`src/rtl/lzsd_pkg.sv`:
```
// ----------------------------------------------------------------------------
// lzsd_pkg
// Shared constants, status codes and the command record passed from the
// parser to the copy engine.
// ----------------------------------------------------------------------------
package lzsd_pkg;

   localparam int WINDOW_BYTES   = 4096;
   localparam int OUT_LANE_BYTES = 8;

   localparam int ADDR_W  = $clog2(WINDOW_BYTES);
   localparam int LANE_W  = $clog2(OUT_LANE_BYTES + 1);
   localparam int OFF_W   = 13;   // offset after the plus-one, up to 4096
   localparam int LEN_W   = 9;    // match length, up to 273
   localparam int COUNT_W = 16;

   localparam logic [OFF_W-1:0] WIN_LIMIT = OFF_W'(WINDOW_BYTES);
   localparam logic [3:0]       LEN_EXT_CODE = 4'd15;
   localparam logic [LEN_W-1:0] LEN_BIAS     = 9'd3;
   localparam logic [LEN_W-1:0] LEN_EXT_BIAS = 9'd18;
   localparam logic [3:0]       GROUP_TOKENS = 4'd8;

   localparam logic [1:0] STAT_OK        = 2'd0;
   localparam logic [1:0] STAT_TRUNCATED = 2'd1;
   localparam logic [1:0] STAT_BAD_OFF   = 2'd2;
   localparam logic [1:0] STAT_EXCESS    = 2'd3;

   // One per accepted request. count is 0 for a request that yields no bytes.
   typedef struct packed {
      logic             is_copy;
      logic [7:0]       data;
      logic [11:0]      offset;     // offset minus one
      logic [LEN_W-1:0] count;
      logic             frame_last;
      logic [1:0]       status;
   } cmd_type;

endpackage

```
`src/rtl/lzsd_front.sv`:
```
// ----------------------------------------------------------------------------
// lzsd_front
// Token parser: takes one compressed byte per request, tracks the frame
// state and turns each request into one command for the copy engine.
// ----------------------------------------------------------------------------
module lzsd_front (
   input  logic              clock,
   input  logic              reset,
   input  logic              req_valid,
   output logic              req_ready,
   input  logic [7:0]        req_in_byte,
   input  logic              req_last_byte,
   input  logic              csr_valid,
   output logic              csr_ready,
   input  logic [15:0]       csr_expected_length,
   input  logic              q_full,
   output logic              q_push,
   output lzsd_pkg::cmd_type q_cmd
);
   import lzsd_pkg::*;

   typedef enum logic [1:0] {
      PH_FLAG,
      PH_TOKEN,
      PH_OFFHI,
      PH_EXT
   } phase_type;

   phase_type          phase_ff, phase_in;
   logic [COUNT_W-1:0] expect_ff;
   logic [COUNT_W-1:0] prod_ff, prod_in;
   logic [7:0]         flags_ff, flags_in;
   logic [3:0]         pos_ff, pos_in;
   logic [11:0]        off_ff, off_in;
   logic [1:0]         err_ff, err_in;

   logic               match_go;
   logic [LEN_W-1:0]   match_len;
   logic [OFF_W-1:0]   offset;
   logic [COUNT_W-1:0] room;
   logic [LEN_W-1:0]   take;

   assign req_ready = !q_full;
   assign csr_ready = 1'b1;
   assign q_push    = req_valid && req_ready;

   assign offset = {1'b0, off_in} + OFF_W'(1);
   assign room   = (prod_ff >= expect_ff) ? '0 : expect_ff - prod_ff;
   assign take   = ({7'd0, match_len} < room) ? match_len : room[LEN_W-1:0];

   always_comb begin
      phase_in  = phase_ff;
      prod_in   = prod_ff;
      flags_in  = flags_ff;
      pos_in    = pos_ff;
      off_in    = off_ff;
      err_in    = err_ff;
      match_go  = 1'b0;
      match_len = '0;
      q_cmd     = '0;
      q_cmd.data       = req_in_byte;
      q_cmd.frame_last = req_last_byte;

      if (err_ff == STAT_OK) begin
         if ((phase_ff == PH_FLAG || phase_ff == PH_TOKEN) && prod_ff >= expect_ff) begin
            err_in = STAT_EXCESS;
         end else begin
            case (phase_ff)
               PH_TOKEN: begin
                  if (!flags_ff[pos_ff[2:0]]) begin
                     q_cmd.count = LEN_W'(1);
                     prod_in     = prod_ff + COUNT_W'(1);
                     pos_in      = pos_ff + 4'd1;
                     phase_in    = (pos_in >= GROUP_TOKENS) ? PH_FLAG : PH_TOKEN;
                  end else begin
                     off_in   = {4'd0, req_in_byte};
                     phase_in = PH_OFFHI;
                  end
               end
               PH_OFFHI: begin
                  off_in = {req_in_byte[3:0], off_ff[7:0]};
                  if (req_in_byte[7:4] == LEN_EXT_CODE) begin
                     phase_in = PH_EXT;
                  end else begin
                     match_go  = 1'b1;
                     match_len = {5'd0, req_in_byte[7:4]} + LEN_BIAS;
                  end
               end
               PH_EXT: begin
                  match_go  = 1'b1;
                  match_len = {1'b0, req_in_byte} + LEN_EXT_BIAS;
               end
               default: begin
                  flags_in = req_in_byte;
                  pos_in   = '0;
                  phase_in = PH_TOKEN;
               end
            endcase

            if (match_go) begin
               if ({3'd0, offset} > prod_ff || offset > WIN_LIMIT) begin
                  err_in = STAT_BAD_OFF;
               end else begin
                  q_cmd.is_copy = 1'b1;
                  q_cmd.offset  = off_in;
                  q_cmd.count   = take;
                  prod_in       = prod_ff + {7'd0, take};
                  pos_in        = pos_ff + 4'd1;
                  phase_in      = (pos_in >= GROUP_TOKENS) ? PH_FLAG : PH_TOKEN;
               end
            end
         end
      end

      if (err_in != STAT_OK) begin
         q_cmd.status = err_in;
      end else if (phase_in == PH_OFFHI || phase_in == PH_EXT || prod_in < expect_ff) begin
         q_cmd.status = STAT_TRUNCATED;
      end else begin
         q_cmd.status = STAT_OK;
      end
      if (!req_last_byte) begin
         q_cmd.status = STAT_OK;
      end
   end

   always_ff @(posedge clock) begin
      if (reset) begin
         phase_ff  <= PH_FLAG;
         expect_ff <= '0;
         prod_ff   <= '0;
         flags_ff  <= '0;
         pos_ff    <= '0;
         off_ff    <= '0;
         err_ff    <= STAT_OK;
      end else begin
         if (csr_valid && csr_ready) begin
            expect_ff <= csr_expected_length;
         end
         if (q_push) begin
            if (req_last_byte) begin
               phase_ff <= PH_FLAG;
               prod_ff  <= '0;
               flags_ff <= '0;
               pos_ff   <= '0;
               off_ff   <= '0;
               err_ff   <= STAT_OK;
            end else begin
               phase_ff <= phase_in;
               prod_ff  <= prod_in;
               flags_ff <= flags_in;
               pos_ff   <= pos_in;
               off_ff   <= off_in;
               err_ff   <= err_in;
            end
         end
      end
   end

endmodule

```
`config.mk`:
```
export PLATFORM = sky130hd
export DESIGN_NAME = lzsd_front
export DESIGN_NICKNAME = d
export VERILOG_FILES = /design/src/rtl/lzsd_pkg.sv /design/src/rtl/lzsd_front.sv
export SDC_FILE = /design/constraint.sdc
export NUM_CORES = 1
export LEC_CHECK = 0
export ABC_CLOCK_PERIOD_IN_PS = 10900
export BUFFER_PORTS_ARGS = -buffer_cell sky130_fd_sc_hd__buf_2
export CAP_MARGIN = 40
export CORE_MARGIN = 2
export CORE_UTILIZATION = 40
export CTS_BUF_LIST = sky130_fd_sc_hd__clkbuf_16
export DETAILED_ROUTE_END_ITERATION = 16
export PLACE_DENSITY_LB_ADDON = 0.25
export SYNTH_ARGS = -nofsm -noshare
export SYNTH_HDL_FRONTEND = slang
export SYNTH_SLANG_ARGS = --single-unit
```
`constraint.sdc`:
```
create_clock -name clock -period 10.9 [get_ports clock]
set_input_delay 0.545 -clock clock [delete_from_list [all_inputs] [get_ports clock]]
set_output_delay 0.545 -clock clock [all_outputs]
set_load 0.01 [all_outputs]
```
# --- After elaboration in Yosys (flattened, before gate mapping) ---
# Cells that the tools add are included.
classes:
  n_addsub: 7
  n_lt_le_gt_ge: 7
  n_eq_ne: 8
  muxes: 62
  reduce_logical: 15
ops:
  columns: ["op", "n"]
  rows:
  - ["2-to-1 mux 16 bit", 8]
  - ["2-to-1 mux 21 bit", 4]
  - ["2-to-1 mux 12 bit", 4]
  - ["2-to-1 mux 8 bit", 4]
  - ["2-to-1 mux 2 bit", 14]
  - ["2-to-1 mux 9 bit", 3]
  - ["2-to-1 mux 4 bit", 6]
  - ["case mux 12 bit (2 select lines)", 1]
  - ["case mux 9 bit (2 select lines)", 1]
  - ["adder 16 x 1 -> 16 bit, second input constant", 1]
  - ["adder 16 x 9 -> 16 bit", 1]
  - ["greater-or-equal comparator 16 bit", 1]
  - ["> comparator 13 x 16 -> 1 bit", 1]
  - ["< comparator 16 bit", 1]
  - ["< comparator 9 x 16 -> 1 bit", 1]
  - ["subtractor 16 bit", 1]
  - ["adder 12 x 1 -> 13 bit, second input constant", 1]
  - ["> comparator 13 bit, second input constant", 1]
  - ["2-to-1 mux 1 bit", 12]
  - ["adder 8 x 5 -> 9 bit, second input constant", 1]
  - ["equality test 2 bit, second input constant", 4]
  - ["case mux 4 bit (2 select lines)", 1]
  - ["case mux 2 bit (3 select lines)", 1]
  - ["adder 4 x 2 -> 5 bit, second input constant", 1]
  - ["19 further kinds", 25]
word_totals:
  reg_bits: 60
  in_bits: 30
  out_inout_bits: 36
  wordCells: 106

# --- Logic depth before layout (Yosys ltp) ---
logic_depth:
  depth_word: 19
  ltp_mapped: 42
  depth_no_buf: 41

# --- Least setup slack after synthesis ---
# OpenSTA, ideal clock, no wires.
synth_timing:
  kind: "register -> output"
  startpoint: "reg prod_ff[0]"
  endpoint: "out q_cmd[0] in the netlist's numbering"
  t_arrival_ns: 7.717
  required_ns: 10.355
  path_slack_ns: 2.638
  path_stages_with_launch: 42
  path_buffers: 4
  path_cell_list: "dfxtp_1 ha_1 inv_1 fa_1 nand3_1 a21oi_1 o311ai_1 a21o_1 buf_4 clkbuf_1 clkbuf_1 a21oi_1 ha_1 a21o_1 a21o_1 a21oi_1 o21ai_0 a31oi_1 [6 not listed] o21ai_0 a21o_1 a21oi_1 nor2b_1 o21ai_0 nand2b_1 mux2i_1 buf_2 nor2_1 xnor2_1 ha_1 a21o_1 a21o_1 a21oi_1 o21ai_0 a2111oi_0 nand2_1 o2bb2ai_1"
synth_lines:
  columns: ["element", "line_no", "rtl"]
  rows:
  - ["start, declared", "lzsd_front.sv:31", "logic [COUNT_W-1:0] prod_ff, prod_in;"]
  - ["start signal, assigned", "lzsd_front.sv:150", "prod_ff <= prod_in;"]
  - ["end, declared", "lzsd_front.sv:18", "output lzsd_pkg::cmd_type q_cmd"]

==> results_dict.tcl <==
set metrics [dict create \
    place_inst 1105 \
    slew-limit-headroom_pct 43.1 \
    grt_max_degree 54 \
    min_path_type "input port to flip-flop" \
    routed_via_density 5.84 \
    cts_buffers 9 \
    num_antenna_cells 0 \
    cts_resized 0 \
    stdcell_area_um2 7330 \
    cts.sinks 60 \
    fp.dieH_um 132 \
    grt_pass1_vias 6078 \
    antenna_found_initial 0 \
    die_width_um 132 \
    crit_fanout 20 \
    wirelength_um 20200 \
    synth_flop_cell "dfxtp_1" \
    htree_levels 3 \
    grt_pass1_wl_um 32200 \
    arrival_ns 9.26 \
    setup_tns_ns 0 \
    drt-initial-drc-count 532 \
    grtUsageTotal_pct 22.8 \
    final_common_cell "nor2_1" \
    drc 0 \
    initial_core_util_pct 41.3 \
    cts_tree "done" \
    critPathKind "flip-flop to output port" \
    wl_per_cell_um 18.1 \
    finClkSkew_ns 0.00642 \
    first_pass_iters 5 \
    crit_path_frequent_cell "a21oi_1" \
    vias 6551 \
    status "finished, final reports clean" \
    endpoint_kind "output port" \
    numPortBuffers 64 \
    multi_input_area_um2 4920 \
    synth_edf_count 0 \
    final_nets 1004 \
    clock_path_buffers 2 \
    synthesis.area_um2 6600 \
    synth_cells 872 \
    fin_crit_sh_pct 90.0 \
    final_cell_mix "99 x nor2_1, 72 x ha_1, 64 x buf_2" \
    postLayoutCoreUtil_pct 45.8 \
    clk_pin_slew_ns 0.06 \
    maxCapViolCount 0 \
    cpMaxStageDelayCell "a21oi_1" \
    ys_types 80 \
    globalplace.congestion 0.889 \
    core-area_um2 16000 \
    async_reset_ff_share_pct 0 \
    power.density_nw_per_um2 109 \
    final_cells 1121 \
    ioPinCount 66 \
    ys_ff_latch 60 \
    die-area_um2 17500 \
    root_buffer "clkbuf_16" \
    syn2layout_area_growth_pct 11.0 \
    postSynthAreaPerCell_um2 7.57 \
    p_leak_nw 3.20 \
    nFillCells 1687 \
    num_rows 46 \
    dpl_cell_area_um2 6990 \
    grt-ovfl-total 0 \
    finalHoldViolations 0 \
    hold_depth 3 \
    reg2regPathDepth 24 \
    drive_gt1_share_pct 13.0 \
    drv_slew 0 \
    ir_drop_mv 0.0838 \
    cp.required_ns 10.36 \
    clock.fmax_mhz 102 \
    ys_warn_count 0 \
    max_stage_delay_ns 0.68 \
    seq_area_frac_synth_pct 18.2 \
    setup_violations 0 \
    dp_hpwl_um 15200 \
    sequential_cell_area_um2 1200 \
    ant_nets 0 \
    cts_setup_buffers 0 \
    rsz0062_at_grt "no" \
    startpoint_type "flip-flop" \
    tightest_slew_ns 0.853 \
    period_needed_ns 9.81 \
    clock_latency_ns 0.35 \
    totalPowerFinal_mw 0.801 \
    synth_nets 976 \
    cts_hold_buffers 0 \
]
## cells by family after synthesis
| logic type | synth area share, % |
|---|---|
| xor+xnor | 5.04 |
| flops | 18.2 |
| other cells | 0.0568 |
| buf+inv | 7.35 |
| mux | 6.52 |
| fa+ha+maj | 14.3 |
| compound gates | 25.8 |
| simple gates | 22.7 |
## sequential cells by signal, indices dropped and copies added, names as in the netlist
register / flops
prod_ff: 16
err_ff: 2
off_ff: 12
flags_ff: 8
phase_ff: 2
expect_ff: 16
pos_ff: 4
## power breakdown
| group | internal [mW] | switching (mW) | leakage (nW) |
|---|---|---|---|
| Combinational | 0.0783 | 0.154 | 2.55 |
| Sequential | 0.225 | 0.00524 | 0.487 |
| Clock | 0.222 | 0.117 | 0.161 |
| Total | 0.526 | 0.275 | 3.20 |
## worst paths after layout
kind                     startpoint           end  slack [ns]
max                      prod_ff[0]      q_cmd[0]        1.09
min          csr_expected_length[3]  expect_ff[3]        0.43
max reg2reg              prod_ff[0]   prod_ff[10]        3.62
min reg2reg               off_ff[8]     off_ff[8]        0.48
## final cells by class
cell class / instances / share of cell area (%)
well taps: 216 / 3.69
repair buffers: 71 / 5.09
inverters: 60 / 3.07
multi-input cells: 698 / 67.1
flip-flops and latches: 60 / 16.4
clock inverters: 7 / 1.57
clock buffers: 9 / 3.07
## metrics by stage
step,worst slack [ns],hold slack [ns]
detailed placement,1.60,0.469
finish,1.09,0.429
global route,0.375,0.444
global placement,1.67,0.461
CTS,1.16,0.427
floorplan,2.64,0.450
## synthesized netlist by cell type, types with 5 or more instances
cell type / instances / area (µm²)
a21o_1: 25 / 188
a21oi_1: 62 / 310
a22oi_1: 24 / 180
a31oi_1: 7 / 43.8
a32o_1: 6 / 60.1
a32oi_1: 11 / 96.3
and2_1: 15 / 93.8
and3_1: 11 / 68.8
buf_2: 6 / 30.0
buf_4: 13 / 97.6
clkbuf_1: 32 / 120
dfxtp_1: 60 / 1200
ha_1: 72 / 901
inv_1: 59 / 221
mux2_2: 8 / 90.1
mux2i_1: 31 / 310
nand2_1: 59 / 221
nand2b_1: 12 / 75.1
nand3_1: 25 / 125
nand4_1: 17 / 106
nor2_1: 99 / 372
nor2b_1: 13 / 81.3
nor3_1: 20 / 100
nor4_1: 7 / 43.8
o211a_1: 5 / 50.1
o21a_1: 8 / 60.1
o21ai_0: 34 / 170
o22ai_1: 5 / 31.3
or3_1: 6 / 37.5
xnor2_1: 28 / 245
xor2_1: 10 / 87.6
## critical path, delay by kind of cell (launching register included)
family	cells	cell delay, ns
buf+inv	4	0.54
flops	1	0.58
compound gates	20	4.93
fa+ha+maj	5	1.50
xor+xnor	1	0.12
simple gates	7	0.68
mux	2	0.55
## per-layer routing
metal / vias to the layer above / part of all wire, % / wire, µm / track usage [%]
li1: 3208 / - / - / -
met1: 3071 / 47 / 9590 / 31.7
met2: 230 / 44 / 8940 / 35.4
met3: 42 / 5.8 / 1180 / 3.72
met4: 0 / 2.7 / 545 / 8.72
met5: - / 0 / 0 / 0
Note: power is estimated with default switching activity, not from simulation.
