`config.mk`:
```
export PLATFORM = sky130hd
export DESIGN_NAME = lzsd_queue
export DESIGN_NICKNAME = d
export VERILOG_FILES = /design/src/rtl/lzsd_pkg.sv /design/src/rtl/lzsd_queue.sv
export SDC_FILE = /design/constraint.sdc
export NUM_CORES = 1
export LEC_CHECK = 0
export BUFFER_PORTS_ARGS = -buffer_cell sky130_fd_sc_hd__buf_2
export CAP_MARGIN = 30
export CORE_UTILIZATION = 49
export CTS_BUF_LIST = sky130_fd_sc_hd__clkbuf_8
export CTS_CLUSTER_SIZE = 40
export DETAILED_ROUTE_END_ITERATION = 7
export PLACE_DENSITY = 0.8
export SYNTH_ARGS = -nofsm -noshare
export SYNTH_HDL_FRONTEND = slang
export SYNTH_SLANG_ARGS = --single-unit
```
`constraint.sdc`:
```
create_clock -name clock -period 2.3 [get_ports clock]
set_clock_uncertainty 0.2 [all_clocks]
set_input_delay 0.46 -clock clock [delete_from_list [all_inputs] [get_ports clock]]
set_output_delay 0.46 -clock clock [all_outputs]
set_load 0.005 [all_outputs]
```
`src/rtl/lzsd_pkg.sv`:
```
// ----------------------------------------------------------------------------
// lzsd_pkg
// Shared constants, status codes and the command record passed from the
// parser to the copy engine.
// ----------------------------------------------------------------------------
package lzsd_pkg;

   localparam int WINDOW_BYTES   = 4096;
   localparam int OUT_LANE_BYTES = 8;

   localparam int ADDR_W  = $clog2(WINDOW_BYTES);
   localparam int LANE_W  = $clog2(OUT_LANE_BYTES + 1);
   localparam int OFF_W   = 13;   // offset after the plus-one, up to 4096
   localparam int LEN_W   = 9;    // match length, up to 273
   localparam int COUNT_W = 16;

   localparam logic [OFF_W-1:0] WIN_LIMIT = OFF_W'(WINDOW_BYTES);
   localparam logic [3:0]       LEN_EXT_CODE = 4'd15;
   localparam logic [LEN_W-1:0] LEN_BIAS     = 9'd3;
   localparam logic [LEN_W-1:0] LEN_EXT_BIAS = 9'd18;
   localparam logic [3:0]       GROUP_TOKENS = 4'd8;

   localparam logic [1:0] STAT_OK        = 2'd0;
   localparam logic [1:0] STAT_TRUNCATED = 2'd1;
   localparam logic [1:0] STAT_BAD_OFF   = 2'd2;
   localparam logic [1:0] STAT_EXCESS    = 2'd3;

   // One per accepted request. count is 0 for a request that yields no bytes.
   typedef struct packed {
      logic             is_copy;
      logic [7:0]       data;
      logic [11:0]      offset;     // offset minus one
      logic [LEN_W-1:0] count;
      logic             frame_last;
      logic [1:0]       status;
   } cmd_type;

endpackage

```
`src/rtl/lzsd_queue.sv`:
```
// ----------------------------------------------------------------------------
// lzsd_queue
// Two-entry command queue between the parser and the copy engine.
// ----------------------------------------------------------------------------
module lzsd_queue (
   input  logic              clock,
   input  logic              reset,
   input  logic              push,
   input  lzsd_pkg::cmd_type push_cmd,
   output logic              full,
   output logic              head_valid,
   output lzsd_pkg::cmd_type head_cmd,
   input  logic              pop
);
   import lzsd_pkg::*;

   cmd_type    slot_ff [2];
   logic       wr_ptr_ff, wr_ptr_in;
   logic       rd_ptr_ff, rd_ptr_in;
   logic [1:0] fill_ff, fill_in;

   assign full       = (fill_ff == 2'd2);
   assign head_valid = (fill_ff != 2'd0);
   assign head_cmd   = slot_ff[rd_ptr_ff];

   always_comb begin
      wr_ptr_in = push ? !wr_ptr_ff : wr_ptr_ff;
      rd_ptr_in = pop  ? !rd_ptr_ff : rd_ptr_ff;
      fill_in   = fill_ff + {1'b0, push} - {1'b0, pop};
   end

   always_ff @(posedge clock) begin
      if (push) begin
         slot_ff[wr_ptr_ff] <= push_cmd;
      end
      if (reset) begin
         wr_ptr_ff <= 1'b0;
         rd_ptr_ff <= 1'b0;
         fill_ff   <= '0;
      end else begin
         wr_ptr_ff <= wr_ptr_in;
         rd_ptr_ff <= rd_ptr_in;
         fill_ff   <= fill_in;
      end
   end

endmodule

```
== Yosys cells after proc, flatten, opt, wreduce, memory -nomap -nowiden ==
Memories as Yosys holds them, arrays and structs flattened. A register that Yosys moved wholly into a read port is not among the register bits.
Index checks and enable logic that the tools add are counted.
Cells by class
  add/sub/neg operators: 2
  equality and inequality tests: 1
  muxes and demuxes: 4
  reductions and logical operators: 3
Operators by type and width (number)
  two-way mux 1 bit: 4
  adder 2 x 1 -> 2 bit: 1
  == test 2 bit (second input constant): 1
  logical NOT 1 bit: 2
  nonzero test 2 bit: 1
  subtractor 2 x 1 -> 2 bit: 1
Storage, ports and cells
  register bits after elaboration: 4
  RAM bits: 66
  input port bits: 37
  output and inout bits: 35
  word-level logic and storage cells: 14
  memories: 1
Memory list
  slot_ff: depth 2, width 33, rd ports 1, clocked after Yosys merged registers in 1, write ports 1, RTL line lzsd_queue.sv:17  | cmd_type slot_ff [2];

== Depth between registers and ports, before layout ==
Gate-level depths: netlist of run 1.
  word-level depth: 3
  gate-level depth with buffers: 6
  gate-level depth less buffers: 6

== Worst setup path before layout of run 1 ==
OpenSTA, ideal clock, no wires.
  path type: input port to flip-flop
  start: in push
  end: mem slot_ff[0][0] (netlist name) (enable)
  setup time: 427 ps
  arrival: 1950 ps
  data required time: 1673 ps
  slack: -277 ps
  stages: 1
  buffers on the path: 0
  cell sequence: nor2b_1
On the way
  word-level cells in the longest chain between the ends: 2
Ends and longest elaborated chain
  from (decl): RTL line lzsd_queue.sv:8  | input logic push,
  two-way mux 1 bit: RTL line lzsd_queue.sv:33  | if (push) begin
  two-way mux 1 bit (not written as such): RTL line lzsd_queue.sv:34  | slot_ff[wr_ptr_ff] <= push_cmd;
  to (decl): RTL line lzsd_queue.sv:17
No other way between the ends.

==> impl_metrics.env, run 1 <==
export IMPL_cts_clk_slew_worst_paths_ns=0.07
export IMPL_cts_sinks=71
export IMPL_p_leak_nw=1.352
export IMPL_fin_crit_ns=2.083
export IMPL_hpwl_mm=2.732
export IMPL_antenna_found_initial=0
export IMPL_layout_cells_non_filler=279
export IMPL_drv_slew=0
export IMPL_cts_buffers_inserted=9
export IMPL_synth_cell_types=14
export IMPL_cts_buffer_depth=2
export IMPL_setup_tns_final_ns=0
export IMPL_syn_area_um2=2756
export IMPL_timing_hold_violations_final=0
export IMPL_cts_hold_fix_buffers=0
export IMPL_syn_inst=124
export IMPL_cts_tree="yes"
export IMPL_holdWs_ns=0.1248
export IMPL_ys_seq_area_share_pct=75.53
export IMPL_ys_warn_count=0
export IMPL_slowest_delay_ns=0.34
export IMPL_grt_max_degree=34
export IMPL_start_util_pct=52.30
export IMPL_ant_nets=0
export IMPL_final_nets=245
export IMPL_maxCapViolCount=0
export IMPL_final_common_cell="buf_2"
export IMPL_port_buffers=71
export IMPL_grt_overflow=0
export IMPL_slew_headroom_pct=69.50
export IMPL_crit_path_end="head_cmd[18]"
export IMPL_reg2regPathDepth=6
export IMPL_rsz0062_at_grt="false"
export IMPL_n_fill_cell=418
export IMPL_routed_wl_mm=4.208
export IMPL_cts_resized=0
export IMPL_worst_setup_path_start_kind="flop"
export IMPL_viasPerCell=4.799
export IMPL_dp_cells=265
export IMPL_clk_latency_ns=0.32
export IMPL_syn_num_nets=163
export IMPL_crit_path_end_kind="output pin"
export IMPL_final_util_pct=63.06
export IMPL_dieArea_um2=5929
export IMPL_post_route_period_util_pct=90.56
export IMPL_synth_area_per_cell_um2=22.23
export IMPL_cp_cell_sequence="buf_4, mux2_4, buf_2"
export IMPL_core_area_um2=5270
export IMPL_worstSetupPathType="reg2out"
export IMPL_diodes=0
export IMPL_r2r_start="fill_ff[0]"
export IMPL_ios=72
export IMPL_r2r_end="fill_ff[1]"
export IMPL_required_ns=1.64
export IMPL_final_cell_mix="buf_2, edfxtp_1, mux2_4, clkbuf_8"
export IMPL_wl_per_cell_um=15.08
export IMPL_power_density_nw_per_um2=796.9
export IMPL_die_h_um=77
export IMPL_path_max_fanout=18
export IMPL_tightest_slew_ns=0.4576
export IMPL_dr_total_vias=1339
export IMPL_rows=26
export IMPL_syn_to_final_growth_pct=20.56
export IMPL_drive_gt1_share_pct=57.89
export IMPL_grt_pass1_vias=1315
export IMPL_cp_arrival_ns=1.42
export IMPL_fmax_ghz=0.4801
export IMPL_post_cts_setup_buffers=0
export IMPL_fp_dieW_um=77
export IMPL_cp_slowest_cell="mux2_4"
export IMPL_drt_iter0_drc=73
export IMPL_ys_seq_elements=71
export IMPL_hold_class="in2reg"
export IMPL_cts_root_buffer="clkbuf_8"
export IMPL_grt_pass1_wl_mm=6.417
export IMPL_setup_viol=0
export IMPL_dr_pass1_iters=4
export IMPL_r2r_setup_slack_ns=0.73
export IMPL_grtUsageTotal_pct=14.77
export IMPL_htree_num_levels=3
export IMPL_drc=0
export IMPL_status="finished clean"
export IMPL_ir_worst_vdd_mv=0.4438
export IMPL_place_congestion=0.6763
-- power breakdown --
| part | total, W | switching [W] | internal, W |
|---|---|---|---|
| clock | 0.000755 | 0.000393 | 0.000362 |
| sequential | 0.00153 | 0.0000269 | 0.00151 |
| combinational | 0.000360 | 0.000150 | 0.000210 |
| total | 0.00265 | 0.000570 | 0.00208 |
-- sequential cells by signal, indices dropped and copies added (netlist names), named ones only --
signal	flops
fill_ff	2
rd_ptr_ff	1
slot_ff	66
wr_ptr_ff	1
-- synthesized netlist by cell type --
library cell,instances,area (µm²)
and2_1,1,6.260
buf_12,3,60.06
buf_6,1,11.26
dfxtp_1,5,100.1
edfxtp_1,66,1982
ha_1,2,25.02
inv_1,2,7.510
mux2_2,3,33.78
mux2_4,30,450.4
nor2_1,4,15.01
nor2b_1,3,18.77
or2_2,1,6.260
xnor2_1,2,17.52
xnor3_1,1,22.52
-- layout make-up --
class,instances,area (µm²),area share [%]
multi-input cells,47,603.1,18.15
flip-flops and latches,71,2083,62.69
clock buffers,9,123.9,3.727
inverters,2,7.507,0.2259
well taps,70,87.58,2.636
repair buffers,75,397.9,11.97
clock inverters,5,20.02,0.6024
-- cells by family after synthesis --
kind of cell | Yosys count | synth area share (%)
XOR/XNOR | 3 | 1.453
adder cells (fa/ha/maj) | 2 | 0.9077
buffers and inverters | 6 | 2.860
flip-flops | 71 | 75.53
multiplexers | 33 | 17.57
AND/OR/NAND/NOR | 9 | 1.680
-- layer usage --
layer / global-route usage, % / part of all wire (%) / routed length (µm) / up-vias
met5: 0 / 0 / 0 / -
met4: 7.358 / 1.2 / 50 / 0
met3: 3.810 / 5.7 / 238 / 8
met2: 23.04 / 49 / 2078 / 48
met1: 19.24 / 44 / 1841 / 644
li1: - / - / - / 639
-- through the flow --
step | area (µm²) | setup WS (ns) | power, W
2_1_floorplan | 2759 | 0.3351 | 0.001794
3_3_place_gp | 3179 | 0.5526 | 0.001913
3_5_place_dp | 3179 | 0.5219 | 0.001926
4_1_cts | 3323 | 0.1930 | 0.002671
5_1_grt | 3323 | 0.1593 | 0.002752
6_report | 3323 | 0.2172 | 0.002648
-- critical path, delay by kind of cell (launching register included) --
family,cells,cell delay (ns)
buffers and inverters,2,0.44
flip-flops,1,0.32
multiplexers,1,0.34
-- worst min-delay path by stage --
| stage | start | endpoint | slack [ns] | cells past startpoint |
|---|---|---|---|---|
| finish | push_cmd[9] | slot_ff[0][9] | 0.12 | 1 |
| global route | push_cmd[10] | slot_ff[1][10] | 0.11 | 1 |
| CTS | push_cmd[9] | slot_ff[1][9] | 0.11 | 1 |
| detailed placement | rd_ptr_ff | flop | 0.30 | 2 |
| global placement | rd_ptr_ff | rd_ptr_ff | 0.30 | 2 |
| floorplan | rd_ptr_ff | flop | 0.28 | 2 |
(Power assumes the default switching activity.)
==> run 2, diff against run 1 <==
--- a/config.mk
+++ b/config.mk
@@ -5,13 +5,16 @@
 export SDC_FILE = /design/constraint.sdc
 export NUM_CORES = 1
 export LEC_CHECK = 0
+export ABC_CLOCK_PERIOD_IN_PS = 2300
 export BUFFER_PORTS_ARGS = -buffer_cell sky130_fd_sc_hd__buf_2
 export CAP_MARGIN = 30
 export CORE_UTILIZATION = 49
 export CTS_BUF_LIST = sky130_fd_sc_hd__clkbuf_8
 export CTS_CLUSTER_SIZE = 40
 export DETAILED_ROUTE_END_ITERATION = 7
+export MAX_ROUTING_LAYER = met4
 export PLACE_DENSITY = 0.8
+export SKIP_CTS_REPAIR_TIMING = 1
 export SYNTH_ARGS = -nofsm -noshare
 export SYNTH_HDL_FRONTEND = slang
 export SYNTH_SLANG_ARGS = --single-unit
==> run 2 against run 1 <==
  * Sequential share of layout area is the same
  * Clock-buffer cell count did not move
  * Critical endpoint unchanged
  * Combinational power hardly changed
  * Fmax about the same
  * Flip-flop and latch count stayed put
  * Register-to-register slack about the same
==> impl_metrics.env, run 2 (synthesis results as in run 1) <==
export IMPL_status="finished clean"
export IMPL_dr_pass1_iters=4
export IMPL_core_area_um2=5270
export IMPL_viasPerCell=4.824
export IMPL_drv_slew=0
export IMPL_antenna_found_initial=0
export IMPL_port_buffers=71
export IMPL_cp_cell_sequence="buf_4, mux2_4, buf_2"
export IMPL_hp_start="push_cmd[9]"
export IMPL_dieArea_um2=5929
export IMPL_final_common_cell="buf_2"
export IMPL_die_h_um=77
export IMPL_start_util_pct=52.30
export IMPL_grt_pass1_vias=1316
export IMPL_gr_usage_met2_pct=23.04
export IMPL_grt_max_degree=34
export IMPL_fin_crit_ns=2.083
export IMPL_largest_reg_flops=66
export IMPL_crit_path_end_kind="output pin"
export IMPL_diodes=0
export IMPL_r2r_end="fill_ff[1]"
export IMPL_n_fill_cell=418
export IMPL_drc=0
export IMPL_ant_nets=0
export IMPL_reg2regPathDepth=6
export IMPL_power_density_nw_per_um2=797.1
export IMPL_tightest_slew_ns=0.4577
export IMPL_dp_cells=265
export IMPL_multiInputGateArea_um2=603.1
export IMPL_drt_iter0_drc=77
export IMPL_r2r_start="fill_ff[0]"
export IMPL_cts_root_buffer="clkbuf_8"
export IMPL_hpwl_mm=2.732
export IMPL_layout_cells_non_filler=279
export IMPL_htree_num_levels=3
export IMPL_rows=26
export IMPL_grtUsageTotal_pct=15.21
export IMPL_setup_viol=0
export IMPL_cp_slowest_cell="mux2_4"
export IMPL_use_met1_pct=19.48
export IMPL_final_nets=245
export IMPL_post_route_period_util_pct=90.56
export IMPL_met3_usage_pct=3.452
export IMPL_top_usage_layer="met2"
export IMPL_r2r_setup_slack_ns=0.73
export IMPL_p_leak_nw=1.352
export IMPL_grt_overflow=0
export IMPL_cts_buffer_depth=2
export IMPL_syn_to_final_growth_pct=20.56
export IMPL_top_register="slot_ff"
export IMPL_wl_per_cell_um=15.04
export IMPL_hold_depth=1
export IMPL_top_regs="slot_ff x66, fill_ff x2"
export IMPL_grt_pass1_wl_mm=6.417
export IMPL_slowest_delay_ns=0.34
export IMPL_timing_hold_violations_final=0
export IMPL_cp_arrival_ns=1.42
export IMPL_maxCapViolCount=0
export IMPL_fp_dieW_um=77
export IMPL_final_cell_mix="buf_2, edfxtp_1, mux2_4, clkbuf_8"
export IMPL_worst_setup_path_start_kind="flop"
export IMPL_ir_worst_vdd_mv=0.4437
export IMPL_clk_latency_ns=0.32
export IMPL_routed_wl_mm=4.197
export IMPL_worstSetupPathType="reg2out"
export IMPL_required_ns=1.64
export IMPL_cts_sinks=71
export IMPL_power_w=0.002649
export IMPL_fmax_ghz=0.4801
export IMPL_dr_total_vias=1346
export IMPL_holdWs_ns=0.1248
export IMPL_ff_latch_area_um2=2083
export IMPL_rsz0062_at_grt="false"
export IMPL_cts_buffers_inserted=9
export IMPL_slew_headroom_pct=69.49
export IMPL_cts_clk_slew_worst_paths_ns=0.07
export IMPL_ios=72
export IMPL_setup_tns_final_ns=0
export IMPL_path_max_fanout=18
export IMPL_hold_class="in2reg"
export IMPL_hold_path_end="slot_ff[0][9]"
export IMPL_cts_tree="yes"
export IMPL_drive_gt1_share_pct=57.89
export IMPL_place_congestion=0.6830
run 2: cell counts in the layout (fill, tap and decap cells not counted):
No cell type changed its count.
run 2: stage by stage:
stage	util, %	worst slack [ns]	cell area, µm²
after floorplan	-	0.3351	2759
after global placement	60.33	0.5526	3179
after detailed placement	60.33	0.5219	3179
after CTS	63.06	0.1930	3323
after global routing	63.06	0.1595	3323
final	63.06	0.2172	3323
run 2: where the power goes:
part / switching, W / internal, W
Clock: 0.000394 / 0.000362
Combinational: 0.000150 / 0.000210
Sequential: 0.0000268 / 0.00151
Total: 0.000571 / 0.00208
run 2: worst max-delay path by stage:
stage               start             to  slack (ns)  cells after the start
floorplan            push  slot_ff[0][0]        0.34                      1
global placement     flop   head_cmd[24]        0.55                      3
detailed placement    pop     fill_ff[1]        0.52                      6
CTS                  flop   head_cmd[18]        0.19                      3
global route         flop   head_cmd[13]        0.16                      3
finish               flop   head_cmd[18]        0.22                      3
run 2: routing by layer:
metal | wire (µm) | share of wire, %
met3 | 241 | 5.7
met1 | 1825 | 43
met2 | 2076 | 49
met4 | 53 | 1.3
met5 | 0 | 0
run 2: critical path, delay by kind of cell, from the launching register on:
kind                   cells  cell delay, ns
buffers and inverters      2            0.44
flip-flops                 1            0.32
multiplexers               1            0.34
run 2: cell type report:
class                   instances  area share, %
clock inverters                 5         0.6024
inverters                       2         0.2259
multi-input cells              47          18.15
flip-flops and latches         71          62.69
repair buffers                 75          11.97
clock buffers                   9          3.727
well taps                      70          2.636
==> run 3, diff against run 2 <==
--- a/config.mk
+++ b/config.mk
@@ -8,6 +8,7 @@
 export ABC_CLOCK_PERIOD_IN_PS = 2300
 export BUFFER_PORTS_ARGS = -buffer_cell sky130_fd_sc_hd__buf_2
 export CAP_MARGIN = 30
+export CORE_MARGIN = 2
 export CORE_UTILIZATION = 49
 export CTS_BUF_LIST = sky130_fd_sc_hd__clkbuf_8
 export CTS_CLUSTER_SIZE = 40
==> run 3 against run 2 <==
  * Total power increased by 0.90%
  * Sequential share of layout area shrank 0.86 points
  * First-iteration DRC count decreased by 18%
  * Hold slack lost 0.0049 ns
==> impl_metrics.env, run 3 (synthesis results as in run 1) <==
export IMPL_status="finished clean"
export IMPL_clk_latency_ns=0.32
export IMPL_place_area_um2=3209
export IMPL_htree_num_levels=3
export IMPL_grt_pass1_vias=1366
export IMPL_hold_depth=1
export IMPL_p_leak_nw=1.379
export IMPL_design_area_um2=3369
export IMPL_cpLargestDelayFamily="flip-flops"
export IMPL_ant_nets=0
export IMPL_crit_path_end_kind="output pin"
export IMPL_drive_gt1_share_pct=57.75
export IMPL_r2r_end="fill_ff[1]"
export IMPL_ir_worst_vdd_mv=0.3657
export IMPL_fin_crit_ns=2.180
export IMPL_dp_cells=269
export IMPL_final_common_cell="buf_2"
export IMPL_slew_headroom_pct=75.99
export IMPL_dr_pass1_iters=4
export IMPL_maxCapViolCount=0
export IMPL_cts_clk_slew_worst_paths_ns=0.07
export IMPL_r2r_start="fill_ff[0]"
export IMPL_worstSetupPathType="reg2out"
export IMPL_power_density_nw_per_um2=793.2
export IMPL_timing_hold_violations_final=0
export IMPL_grt_overflow=0
export IMPL_die_h_um=79
export IMPL_dieArea_um2=6241
export IMPL_largest_reg_flops=66
export IMPL_cts_buffer_depth=2
export IMPL_r2r_setup_slack_ns=0.73
export IMPL_cts_buffers_inserted=9
export IMPL_tightest_slew_ns=0.3602
export IMPL_core_area_um2=5473
export IMPL_grtUsageTotal_pct=14.91
export IMPL_path_max_fanout=13
export IMPL_cts_root_buffer="clkbuf_8"
export IMPL_drc=0
export IMPL_setup_tns_final_ns=0
export IMPL_grt_max_degree=22
export IMPL_cts_sinks=71
export IMPL_final_cell_mix="buf_2, edfxtp_1, mux2_4, clkbuf_8, inv_1"
export IMPL_hpwl_mm=2.942
export IMPL_cp_slowest_cell="dfxtp_2"
export IMPL_rsz0062_at_grt="false"
export IMPL_layout_cells_non_filler=285
export IMPL_final_nets=247
export IMPL_grt_pass1_wl_mm=6.437
export IMPL_reg2regPathDepth=6
export IMPL_drt_iter0_drc=63
export IMPL_rows=27
export IMPL_hp_start="push_cmd[12]"
export IMPL_ios=72
export IMPL_top_register="slot_ff"
export IMPL_top_regs="slot_ff x66, fill_ff x2"
export IMPL_cp_cell_sequence="buf_12, mux2_4, buf_2"
export IMPL_hold_path_end="slot_ff[0][12]"
export IMPL_port_buffers=71
export IMPL_worst_setup_path_start_kind="flop"
export IMPL_antenna_found_initial=0
export IMPL_fmax_ghz=0.4587
export IMPL_start_util_pct=50.37
export IMPL_post_route_period_util_pct=94.78
export IMPL_hold_class="in2reg"
export IMPL_cp_arrival_ns=1.52
export IMPL_dr_total_vias=1330
export IMPL_diodes=0
export IMPL_cts_tree="yes"
export IMPL_place_congestion=0.7455
export IMPL_slowest_delay_ns=0.55
export IMPL_syn_to_final_growth_pct=22.24
export IMPL_routed_wl_mm=4.068
export IMPL_fp_dieW_um=79
export IMPL_worst_path_buf_inv=2
export IMPL_required_ns=1.64
export IMPL_drv_slew=0
export IMPL_viasPerCell=4.667
export IMPL_setup_viol=0
export IMPL_wl_per_cell_um=14.27
[run 3: changes by cell type in the layout (fill, tap and decap cells not counted), sizes merged]
cell / previous run / this run
buf: 75 / 77
inv: 4 / 6
clkbuf: 9 / 10
clkinv: 3 / 2
[run 3: worst max-delay path by stage]
stage               endpoint  cells past startpoint
6_report        head_cmd[19]                      3
5_1_grt         head_cmd[19]                      3
4_1_cts         head_cmd[19]                      3
3_5_place_dp    head_cmd[19]                      3
3_3_place_gp    head_cmd[19]                      3
2_1_floorplan  slot_ff[0][0]                      1
[run 3: layer usage]
metal	GRT usage (%)	vias to the layer above	share of wire [%]
met1	16.39	640	38
li1	-	642	-
met3	4.773	6	4.5
met2	24.07	42	55
met4	8.448	0	2.1
met5	-	-	0
[run 3: power breakdown]
part	leakage [nW]	total, W	internal [W]	switching, W
clock network	0.0963	0.000775	0.000397	0.000377
registers	0.661	0.00154	0.00151	0.0000365
logic	0.622	0.000355	0.000217	0.000137
total	1.38	0.00267	0.00212	0.000551
[run 3: area by class of cell]
| type | count | area, µm² |
|---|---|---|
| clock inverter | 6 | 22.52 |
| clock buffer | 10 | 137.6 |
| multi-input combinational | 47 | 603.1 |
| inverter | 2 | 7.507 |
| tap | 72 | 90.09 |
| fill | 414 | 2103 |
| sequential | 71 | 2083 |
| timing repair buffer | 77 | 425.4 |
[run 3: stage by stage]
step	utilization, %	total power, W	hold WS [ns]	setup slack (ns)
4_1_cts	61.57	0.002712	0.1074	0.08422
6_report	61.57	0.002673	0.1199	0.1201
5_1_grt	61.57	0.002798	0.08899	0.03449
2_1_floorplan	-	0.001794	0.2799	0.3351
3_5_place_dp	58.64	0.001933	0.3113	0.4360
3_3_place_gp	58.64	0.001923	0.2954	0.4522
